==> src/spm_pkg.sv <==
// ----------------------------------------------------------------------------
// spm_pkg - shared types and constants of the servo pulse mixer
// Beat structs, register indexes, divider lane request and sizing constants.
// ----------------------------------------------------------------------------
package spm_pkg;

  // configuration register indexes
  typedef enum logic [2:0] {
    CFG_STICK_DEADZONE   = 3'd0,
    CFG_STICK_FULL_SCALE = 3'd1,
    CFG_TRIGGER_DEADZONE = 3'd2,
    CFG_AILERON_DIFF     = 3'd3,
    CFG_INVERT_MASK      = 3'd4
  } cfg_idx_t;

  localparam int CFG_IDX_W  = 3;
  localparam int CFG_DATA_W = 15;

  // divider lanes
  localparam int LANE_ROLL  = 0;
  localparam int LANE_PITCH = 1;
  localparam int LANE_YAW   = 2;
  localparam int LANE_THR   = 3;
  localparam int N_LANES    = 4;

  // quotient bits, bits resolved per divider stage, stage count
  localparam int QUO_W       = 15;
  localparam int DIV_BPS     = 3;
  localparam int DIV_STAGES  = QUO_W / DIV_BPS;

  // magnitude scale: 16'h8000 is one
  localparam int MAG_W = 16;
  localparam logic [MAG_W-1:0] MAG_ONE = 16'h8000;

  // pulse products and constants
  localparam int PROD_W = 25;
  localparam int PULSE_W = 11;
  localparam logic [PULSE_W-1:0] PULSE_MIN = 11'd1000;
  localparam logic [PULSE_W-1:0] PULSE_MID = 11'd1500;
  localparam logic [PULSE_W-1:0] PULSE_MAX = 11'd2000;

  typedef struct packed {
    logic signed [15:0] stick_left_x;
    logic signed [15:0] stick_left_y;
    logic signed [15:0] stick_right_x;
    logic        [7:0]  right_trigger;
  } in_beat_t;

  typedef struct packed {
    logic [10:0] aileron_left_pulse;
    logic [10:0] aileron_right_pulse;
    logic [10:0] elevator_pulse;
    logic [10:0] rudder_pulse;
    logic [10:0] throttle_pulse;
  } out_beat_t;

  // side flags that ride along with a division
  typedef struct packed {
    logic nz;   // excess beyond deadzone is non-zero
    logic sat;  // result saturates at one
    logic neg;  // raw sign of the axis
  } div_aux_t;

  typedef struct packed {
    logic [QUO_W-1:0] num;  // always below den
    logic [QUO_W-1:0] den;
    div_aux_t         aux;
  } div_req_t;

endpackage

==> src/spm_div.sv <==
// ----------------------------------------------------------------------------
// spm_div - pipelined restoring divider, one lane
// Gives floor(num * 2^15 / den) for num < den, a few quotient bits per stage.
// ----------------------------------------------------------------------------
module spm_div (
  input  logic                       clk,
  input  logic                       en,
  input  spm_pkg::div_req_t          in_req,
  output logic [spm_pkg::QUO_W-1:0]  out_quo,
  output spm_pkg::div_aux_t          out_aux
);

  localparam int QW = spm_pkg::QUO_W;
  localparam int NS = spm_pkg::DIV_STAGES;

  logic [QW-1:0]       rem_r [NS];
  logic [QW-1:0]       quo_r [NS];
  logic [QW-1:0]       den_r [NS];
  spm_pkg::div_aux_t   aux_r [NS];

  for (genvar k = 0; k < NS; k++) begin : g_stg
    logic [QW-1:0]     rem_src;
    logic [QW-1:0]     quo_src;
    logic [QW-1:0]     den_src;
    spm_pkg::div_aux_t aux_src;
    logic [QW-1:0]     rem_nxt;
    logic [QW-1:0]     quo_nxt;

    // stage source
    if (k == 0) begin : g_first
      assign rem_src = in_req.num;
      assign quo_src = '0;
      assign den_src = in_req.den;
      assign aux_src = in_req.aux;
    end else begin : g_next
      assign rem_src = rem_r[k-1];
      assign quo_src = quo_r[k-1];
      assign den_src = den_r[k-1];
      assign aux_src = aux_r[k-1];
    end

    // shift, trial subtract, one quotient bit per step
    always_comb begin
      logic [QW:0]   t;
      logic [QW-1:0] r;
      logic [QW-1:0] q;
      r = rem_src;
      q = quo_src;
      for (int i = 0; i < spm_pkg::DIV_BPS; i++) begin
        t = {r, 1'b0};
        if (t >= {1'b0, den_src}) begin
          t = t - {1'b0, den_src};
          q = {q[QW-2:0], 1'b1};
        end else begin
          q = {q[QW-2:0], 1'b0};
        end
        r = t[QW-1:0];
      end
      rem_nxt = r;
      quo_nxt = q;
    end

    always_ff @(posedge clk) begin
      if (en) begin
        rem_r[k] <= rem_nxt;
        quo_r[k] <= quo_nxt;
        den_r[k] <= den_src;
        aux_r[k] <= aux_src;
      end
    end
  end

  assign out_quo = quo_r[NS-1];
  assign out_aux = aux_r[NS-1];

endmodule

==> src/gamepad_to_servo_pulse_mixer.sv <==
// ----------------------------------------------------------------------------
// gamepad_to_servo_pulse_mixer - gamepad sample to five servo pulse widths
// Deadzone, rescale, differential ailerons and pulse conversion, pipelined.
// ----------------------------------------------------------------------------
// Usage:
//   in_* carries one gamepad sample a beat (three stick axes and the trigger),
//   out_* one beat of five pulse widths in microseconds (1000..2000).
//   Both channels use valid/ready. cfg_* is a plain write port, taken
//   whenever cfg_wr_en is high; write it only while the pipe is empty.
//   An accepted input beat passes one front-end stage, five divider
//   stages (three quotient bits each), an aileron scaling stage, a pulse
//   multiply stage and the output register before it reaches out_valid.
//   Throughput is one beat per cycle when not stalled, set by the pipelined dividers.
//   When the receiver stalls with a beat waiting, the whole pipe holds and
//   in_ready drops in the same cycle; nothing is dropped or repeated.
//   Reset empties the pipe and loads the default register values
//   (deadzone 3500, full scale 27000, trigger deadzone 15, diff 102,
//   pitch inverted).
// ----------------------------------------------------------------------------
module gamepad_to_servo_pulse_mixer (
  input  logic                               clk,
  input  logic                               rst_n,
  input  logic                               in_valid,
  output logic                               in_ready,
  input  spm_pkg::in_beat_t                  in_data,
  output logic                               out_valid,
  input  logic                               out_ready,
  output spm_pkg::out_beat_t                 out_data,
  input  logic                               cfg_wr_en,
  input  logic [spm_pkg::CFG_IDX_W-1:0]      cfg_index,
  input  logic [spm_pkg::CFG_DATA_W-1:0]     cfg_wdata
);

  localparam int QW = spm_pkg::QUO_W;
  localparam int MW = spm_pkg::MAG_W;
  localparam int PW = spm_pkg::PROD_W;
  localparam int NL = spm_pkg::N_LANES;
  localparam int NS = spm_pkg::DIV_STAGES;

  // configuration registers
  logic [14:0] stick_dz_r;
  logic [14:0] stick_fs_r;
  logic [7:0]  trig_dz_r;
  logic [8:0]  ail_diff_r;
  logic [2:0]  inv_mask_r;

  always_ff @(posedge clk) begin
    if (!rst_n) begin
      stick_dz_r <= 15'd3500;
      stick_fs_r <= 15'd27000;
      trig_dz_r  <= 8'd15;
      ail_diff_r <= 9'd102;
      inv_mask_r <= 3'd2;
    end else if (cfg_wr_en) begin
      case (spm_pkg::cfg_idx_t'(cfg_index))
        spm_pkg::CFG_STICK_DEADZONE:   stick_dz_r <= cfg_wdata;
        spm_pkg::CFG_STICK_FULL_SCALE: stick_fs_r <= cfg_wdata;
        spm_pkg::CFG_TRIGGER_DEADZONE: trig_dz_r  <= cfg_wdata[7:0];
        spm_pkg::CFG_AILERON_DIFF:     ail_diff_r <= cfg_wdata[8:0];
        spm_pkg::CFG_INVERT_MASK:      inv_mask_r <= cfg_wdata[2:0];
        default: ;
      endcase
    end
  end

  // whole pipe advances unless the output beat is held
  logic adv;
  logic out_valid_r;
  assign adv      = !out_valid_r || out_ready;
  assign in_ready = adv;

  // stick deadzone and divider request
  function automatic spm_pkg::div_req_t shape_stick(input logic [15:0] raw,
                                                    input logic [14:0] dz,
                                                    input logic [14:0] fs);
    logic [15:0]       mag;
    logic [15:0]       excess;
    logic [14:0]       span;
    logic              nz;
    logic              sat;
    spm_pkg::div_req_t r;
    mag    = raw[15] ? (16'd0 - raw) : raw;
    excess = (mag >= {1'b0, dz}) ? (mag - {1'b0, dz}) : 16'd0;
    span   = fs - dz;
    nz     = (excess != 16'd0);
    sat    = nz && ((fs <= dz) || (excess >= {1'b0, span}));
    r.aux.nz  = nz;
    r.aux.sat = sat;
    r.aux.neg = raw[15];
    if (nz && !sat) begin
      r.num = excess[14:0];
      r.den = span;
    end else begin
      r.num = '0;
      r.den = 15'd1;
    end
    return r;
  endfunction

  // trigger deadzone and divider request
  function automatic spm_pkg::div_req_t shape_trig(input logic [7:0] raw,
                                                   input logic [7:0] dz);
    logic [7:0]        excess;
    logic [7:0]        span;
    logic              nz;
    spm_pkg::div_req_t r;
    excess = (raw >= dz) ? (raw - dz) : 8'd0;
    span   = 8'd255 - dz;
    nz     = (excess != 8'd0);
    r.aux.nz  = nz;
    r.aux.sat = nz && (excess == span);
    r.aux.neg = 1'b0;
    if (nz && !r.aux.sat) begin
      r.num = {7'd0, excess};
      r.den = {7'd0, span};
    end else begin
      r.num = '0;
      r.den = 15'd1;
    end
    return r;
  endfunction

  // front-end stage
  spm_pkg::div_req_t req_nxt [NL];
  spm_pkg::div_req_t req_r   [NL];
  logic              s0_vld_r;

  assign req_nxt[spm_pkg::LANE_ROLL]  = shape_stick(in_data.stick_left_x,
                                                    stick_dz_r, stick_fs_r);
  assign req_nxt[spm_pkg::LANE_PITCH] = shape_stick(in_data.stick_left_y,
                                                    stick_dz_r, stick_fs_r);
  assign req_nxt[spm_pkg::LANE_YAW]   = shape_stick(in_data.stick_right_x,
                                                    stick_dz_r, stick_fs_r);
  assign req_nxt[spm_pkg::LANE_THR]   = shape_trig(in_data.right_trigger, trig_dz_r);

  always_ff @(posedge clk) begin
    if (adv) begin
      req_r <= req_nxt;
    end
  end

  // dividers, one per lane
  logic [QW-1:0]     quo   [NL];
  spm_pkg::div_aux_t qaux  [NL];

  for (genvar l = 0; l < NL; l++) begin : g_lane
    spm_div u_div (
      .clk     (clk),
      .en      (adv),
      .in_req  (req_r[l]),
      .out_quo (quo[l]),
      .out_aux (qaux[l])
    );
  end

  // valid bits alongside the divider stages
  logic dv_vld_r [NS];
  logic p1_vld_r;
  logic p2_vld_r;

  always_ff @(posedge clk) begin
    if (!rst_n) begin
      s0_vld_r    <= 1'b0;
      dv_vld_r    <= '{default: 1'b0};
      p1_vld_r    <= 1'b0;
      p2_vld_r    <= 1'b0;
      out_valid_r <= 1'b0;
    end else if (adv) begin
      s0_vld_r    <= in_valid;
      dv_vld_r[0] <= s0_vld_r;
      for (int k = 1; k < NS; k++) begin
        dv_vld_r[k] <= dv_vld_r[k-1];
      end
      p1_vld_r    <= dv_vld_r[NS-1];
      p2_vld_r    <= p1_vld_r;
      out_valid_r <= p2_vld_r;
    end
  end

  // magnitudes, signs and aileron scaling product
  logic [MW-1:0] mag   [NL];
  logic [2:0]    sneg;
  logic [8:0]    keep;
  logic [PW-1:0] rprod_nxt;

  always_comb begin
    for (int l = 0; l < NL; l++) begin
      mag[l] = qaux[l].sat ? spm_pkg::MAG_ONE : {1'b0, quo[l]};
    end
    for (int a = 0; a < 3; a++) begin
      sneg[a] = qaux[a].nz && (qaux[a].neg ^ inv_mask_r[a]);
    end
    keep      = 9'd256 - (ail_diff_r[8] ? 9'd256 : ail_diff_r);
    rprod_nxt = {{(PW-MW){1'b0}}, mag[spm_pkg::LANE_ROLL]} * {{(PW-9){1'b0}}, keep};
  end

  logic [MW-1:0] p1_mag_r [NL];
  logic [2:0]    p1_neg_r;
  logic [PW-1:0] p1_rprod_r;

  always_ff @(posedge clk) begin
    if (adv) begin
      p1_mag_r   <= mag;
      p1_neg_r   <= sneg;
      p1_rprod_r <= rprod_nxt;
    end
  end

  // aileron split and pulse multiplies
  logic [MW-1:0] scaled;
  logic [MW-1:0] lm;
  logic [MW-1:0] rgm;
  logic          rn;
  logic [PW-1:0] prod_nxt [5];
  logic [3:0]    pneg_nxt;

  always_comb begin
    rn     = p1_neg_r[0];
    scaled = p1_rprod_r[MW+7:8];
    lm     = rn ? p1_mag_r[spm_pkg::LANE_ROLL] : scaled;
    rgm    = rn ? scaled : p1_mag_r[spm_pkg::LANE_ROLL];
    prod_nxt[0] = {{(PW-MW){1'b0}}, lm}  * 25'd500;
    prod_nxt[1] = {{(PW-MW){1'b0}}, rgm} * 25'd500;
    prod_nxt[2] = {{(PW-MW){1'b0}}, p1_mag_r[spm_pkg::LANE_PITCH]} * 25'd500;
    prod_nxt[3] = {{(PW-MW){1'b0}}, p1_mag_r[spm_pkg::LANE_YAW]}   * 25'd500;
    prod_nxt[4] = {{(PW-MW){1'b0}}, p1_mag_r[spm_pkg::LANE_THR]}   * 25'd1000;
    pneg_nxt[0] = rn;
    pneg_nxt[1] = !rn && (p1_mag_r[spm_pkg::LANE_ROLL] != '0);
    pneg_nxt[2] = p1_neg_r[1];
    pneg_nxt[3] = p1_neg_r[2];
  end

  logic [PW-1:0] p2_prod_r [5];
  logic [3:0]    p2_neg_r;

  always_ff @(posedge clk) begin
    if (adv) begin
      p2_prod_r <= prod_nxt;
      p2_neg_r  <= pneg_nxt;
    end
  end

  // clamp to the servo range
  function automatic logic [10:0] clamp_pulse(input logic [10:0] p);
    if (p < spm_pkg::PULSE_MIN) return spm_pkg::PULSE_MIN;
    if (p > spm_pkg::PULSE_MAX) return spm_pkg::PULSE_MAX;
    return p;
  endfunction

  // stick pulse: floor of 1500 + v*500, rounding away below centre
  function automatic logic [10:0] stick_pulse(input logic neg, input logic [PW-1:0] prod);
    logic [PW:0]  up;
    logic [10:0]  p;
    up = {1'b0, prod} + 26'd32767;
    if (neg) begin
      p = spm_pkg::PULSE_MID - up[PW:15];
    end else begin
      p = spm_pkg::PULSE_MID + {1'b0, prod[PW-1:15]};
    end
    return clamp_pulse(p);
  endfunction

  spm_pkg::out_beat_t out_nxt;
  spm_pkg::out_beat_t out_data_r;

  always_comb begin
    out_nxt.aileron_left_pulse  = stick_pulse(p2_neg_r[0], p2_prod_r[0]);
    out_nxt.aileron_right_pulse = stick_pulse(p2_neg_r[1], p2_prod_r[1]);
    out_nxt.elevator_pulse      = stick_pulse(p2_neg_r[2], p2_prod_r[2]);
    out_nxt.rudder_pulse        = stick_pulse(p2_neg_r[3], p2_prod_r[3]);
    out_nxt.throttle_pulse      = clamp_pulse(spm_pkg::PULSE_MIN
                                              + {1'b0, p2_prod_r[4][PW-1:15]});
  end

  // output register
  always_ff @(posedge clk) begin
    if (adv) begin
      out_data_r <= out_nxt;
    end
  end

  assign out_valid = out_valid_r;
  assign out_data  = out_data_r;

endmodule

==> config.mk <==
export PLATFORM = sky130hd
export DESIGN_NAME = gamepad_to_servo_pulse_mixer
export DESIGN_NICKNAME = d
export VERILOG_FILES = /design/src/spm_pkg.sv /design/src/spm_div.sv /design/src/gamepad_to_servo_pulse_mixer.sv
export SDC_FILE = /design/constraint.sdc
export NUM_CORES = 2
export LEC_CHECK = 0
export BUFFER_PORTS_ARGS = -buffer_cell sky130_fd_sc_hd__buf_2
export CORE_MARGIN = 2
export CORE_UTILIZATION = 55
export DETAILED_ROUTE_END_ITERATION = 8
export MAX_ROUTING_LAYER = met4
export PLACE_DENSITY = 0.69
export RECOVER_POWER = 100
export SETUP_SLACK_MARGIN = 0.2
export SYNTH_ARGS = -nofsm -noshare
export SYNTH_HDL_FRONTEND = slang
export SYNTH_SLANG_ARGS = --single-unit
==> constraint.sdc <==
create_clock -name clk -period 57.4 [get_ports clk]
set_clock_uncertainty 0.1 [all_clocks]
set_input_delay 5.74 -clock clk [delete_from_list [all_inputs] [get_ports clk]]
set_output_delay 5.74 -clock clk [all_outputs]
set_load 0.05 [all_outputs]
==> impl_metrics.toml <==
[run_status]
outcome = "finished, violations left"
violations = "capacitance limit, slew limit"

[place]
dpl_worst_slack_ps = 44570
gp_congestion = 0.9573
io_buffers = 135
dp_hpwl_mm = 198.6

[yosys]
netlist_area_sq_um = 102700
synth_common_cells = "1180 x ha_1, 1042 x edfxtp_1, 984 x inv_1, 969 x nor2_1, 763 x nand2_1"
yosysMostFrequentCell = "ha_1"
yosysTopAreaCellShare_pct = 30.47
yosys-top-cells-area = "edfxtp_1 30%, ha_1 14%, fa_1 7.6%, xnor2_1 4.7%, inv_1 3.6%"
yosysTopAreaCell = "edfxtp_1"
synth.avg_cell_area_sq_um = 9.535
async_flop_share_pct = 0
syn-num-nets = 12420
synth-seq-area-share_pct = 31.62
yosys_warnings = 0
yosys_most_used_dff = "edfxtp_1"
synth_edf_count = 1042
synth_cell_type_count = 110
ys_seq_elements = 1101
synth_cells = 10770

[global_route]
grtUsageTotal_pct = 26.34
grt_max_degree = 97
antenna_found_initial = 5
grt_pass1_vias = 77600
grt_pass1_wl_mm = 400.5
overflow = 0

[sta]
finalCritPeriodShare_pct = 40.62
final_max_slew_viol_count = 1211
finalSetupViolations = 0
worst_pin_slew_ps = 4506
final.min_clock_period_ps = 23320
hold_viol_final = 0
fin_ws_ps = 34080
fin_tns_setup_ps = 0
max_freq_ghz = 0.04289
slew_headroom_pct = -200.4
rsz0062_at_grt = "no"

[clocking]
cts_buffers = 121
clkTransAtPathRegs_ps = 60
cts_tree = "yes"
clock_path_buffers = 3
post_cts_resized = 0
htree_levels = 3
cts_setup_buffers = 0
worst_skew_pair.late_latency_ps = 770
cts_hold_buffers = 0
cts_root_buf = "clkbuf_16"
cts.sinks = 1101

[drt]
drc_errors = 0
ant_nets = 0
drtIter0Drc = 4948
firstDrtPassIters = 6
avgRoutedWirePerCell_microns = 18.34
vias = 79270
vias_per_cell = 5.882
routed_wl_mm = 247.2

[critical_path]
critical_path_class = "input port to register"
cp_max_fo = 96
worst_setup_path_start_kind = "input port"
endpoint_kind = "register"
cp.arrival_ps = 23510
crit_required_ps = 57590

[finish]
final_core_util_pct = 59.26
drive_gt1_share_pct = 6.305
syn_to_final_growth_pct = 7.021
nNetsFinal = 12540

[die]
core-area_sq_um = 185400
boundaryPins = 136
dieWidth_microns = 436.1
die-height_microns = 436.1
die_area_sq_um = 190200
core.rowCount = 158
start_util_pct = 55.37

[job]
drv_cap = 19

[hold_path]
hold_path_class = "register to register"
-- kinds of logic (layout without fill, tap and decap cells) --
| kind of cell | after synthesis | after routing | synth area share, % |
|---|---|---|---|
| buffers and inverters | 1211 | 1434 | 4.440 |
| adder cells (fa/ha/maj) | 1575 | 1575 | 22.04 |
| XOR/XNOR | 786 | 786 | 6.705 |
| multiplexers | 399 | 399 | 4.331 |
| AO/OA/AOI/OAI | 2566 | 2566 | 16.22 |
| other | 0 | 4 | 0 |
| flip-flops | 1101 | 1101 | 31.62 |
| AND/OR/NAND/NOR | 3131 | 3131 | 14.63 |
-- per-stage QoR --
stage / cell area [sq um] / instances / hold slack (ps)
6_report: 109900 / 13480 / 290.5
5_1_grt: 109900 / 13470 / 305.1
4_1_cts: 110200 / 13470 / 299.5
3_5_place_dp: 106200 / 13240 / 304.5
3_3_place_gp: 106200 / 13240 / 300.6
2_1_floorplan: 102700 / 10770 / 300.3
-- flip-flops by register name (all words and copies together) (netlist names), 3 cells and up --
signal,count
trig_dz_r,8
g_lane.u_div.quo_r,180
ail_diff_r,9
g_lane.u_div.aux_r,50
stick_fs_r,15
p1_neg_r,3
g_lane.u_div.rem_r,240
out_data,55
p1_rprod_r,16
g_lane.u_div.den_r,212
dv_vld_r,5
p1_mag_r,64
req_r,116
p2_prod_r,102
inv_mask_r,3
p2_neg_r,4
stick_dz_r,15
-- area by class of cell --
type | count | area, sq um
tap | 2480 | 3103
multi-input combinational | 8457 | 65580
antenna | 4 | 10.01
clock inverter | 76 | 810.8
timing repair buffer | 201 | 927.1
clock buffer | 152 | 3217
sequential | 1101 | 32470
inverter | 1005 | 3774
fill | 15950 | 75550
-- critical path, cell delays in order --
cell	delay [ps]
buf_2	80
nor2b_1	30
clkbuf_1	210
clkinvlp_2	2540
clkbuf_1	2170
clkbuf_1	2270
clkbuf_1	2160
clkbuf_1	2610
clkbuf_1	2740
clkbuf_1	2730
-- per-layer routing --
layer  part of all wire [%]  GRT usage [%]  vias up
met4                    3.6          9.259        0
met5                      0              -        -
met2                     48          43.71     1771
li1                       -              -    39140
met3                    4.0          2.284      409
met1                     45          33.82    37950
-- final timing paths --
kind	from	to	slack [ps]	depth (start not counted)
worst max-delay path	out_ready	g_lane[3].u_div.den_r[0][52]	34080	10
worst min-delay path	g_lane[3].u_div.aux_r[0][1]	g_lane[3].u_div.aux_r[0][4]	290	0
worst min register to register	g_lane[3].u_div.aux_r[0][1]	g_lane[3].u_div.aux_r[0][4]	290	0
worst max register to register	out_valid	g_lane[3].u_div.den_r[0][52]	38730	9
-- cell usage in the layout (no fill, tap or decap), types with 130 or more instances in the layout --
cell type and count:
nor2_1 969, nor3_1 293, xnor2_1 554, mux2_2 282, nand2_1 764, a21o_1 232
edfxtp_1 1042, clkbuf_1 133, fa_1 391, nand3_1 202, a21oi_1 667, nor2b_1 205
ha_1 1180, nand2b_1 130, o21ai_0 589, inv_1 995, xor2_1 232
Power is not shown: default switching activity piles up to over one toggle a cycle in this logic, so the estimate is an artifact.
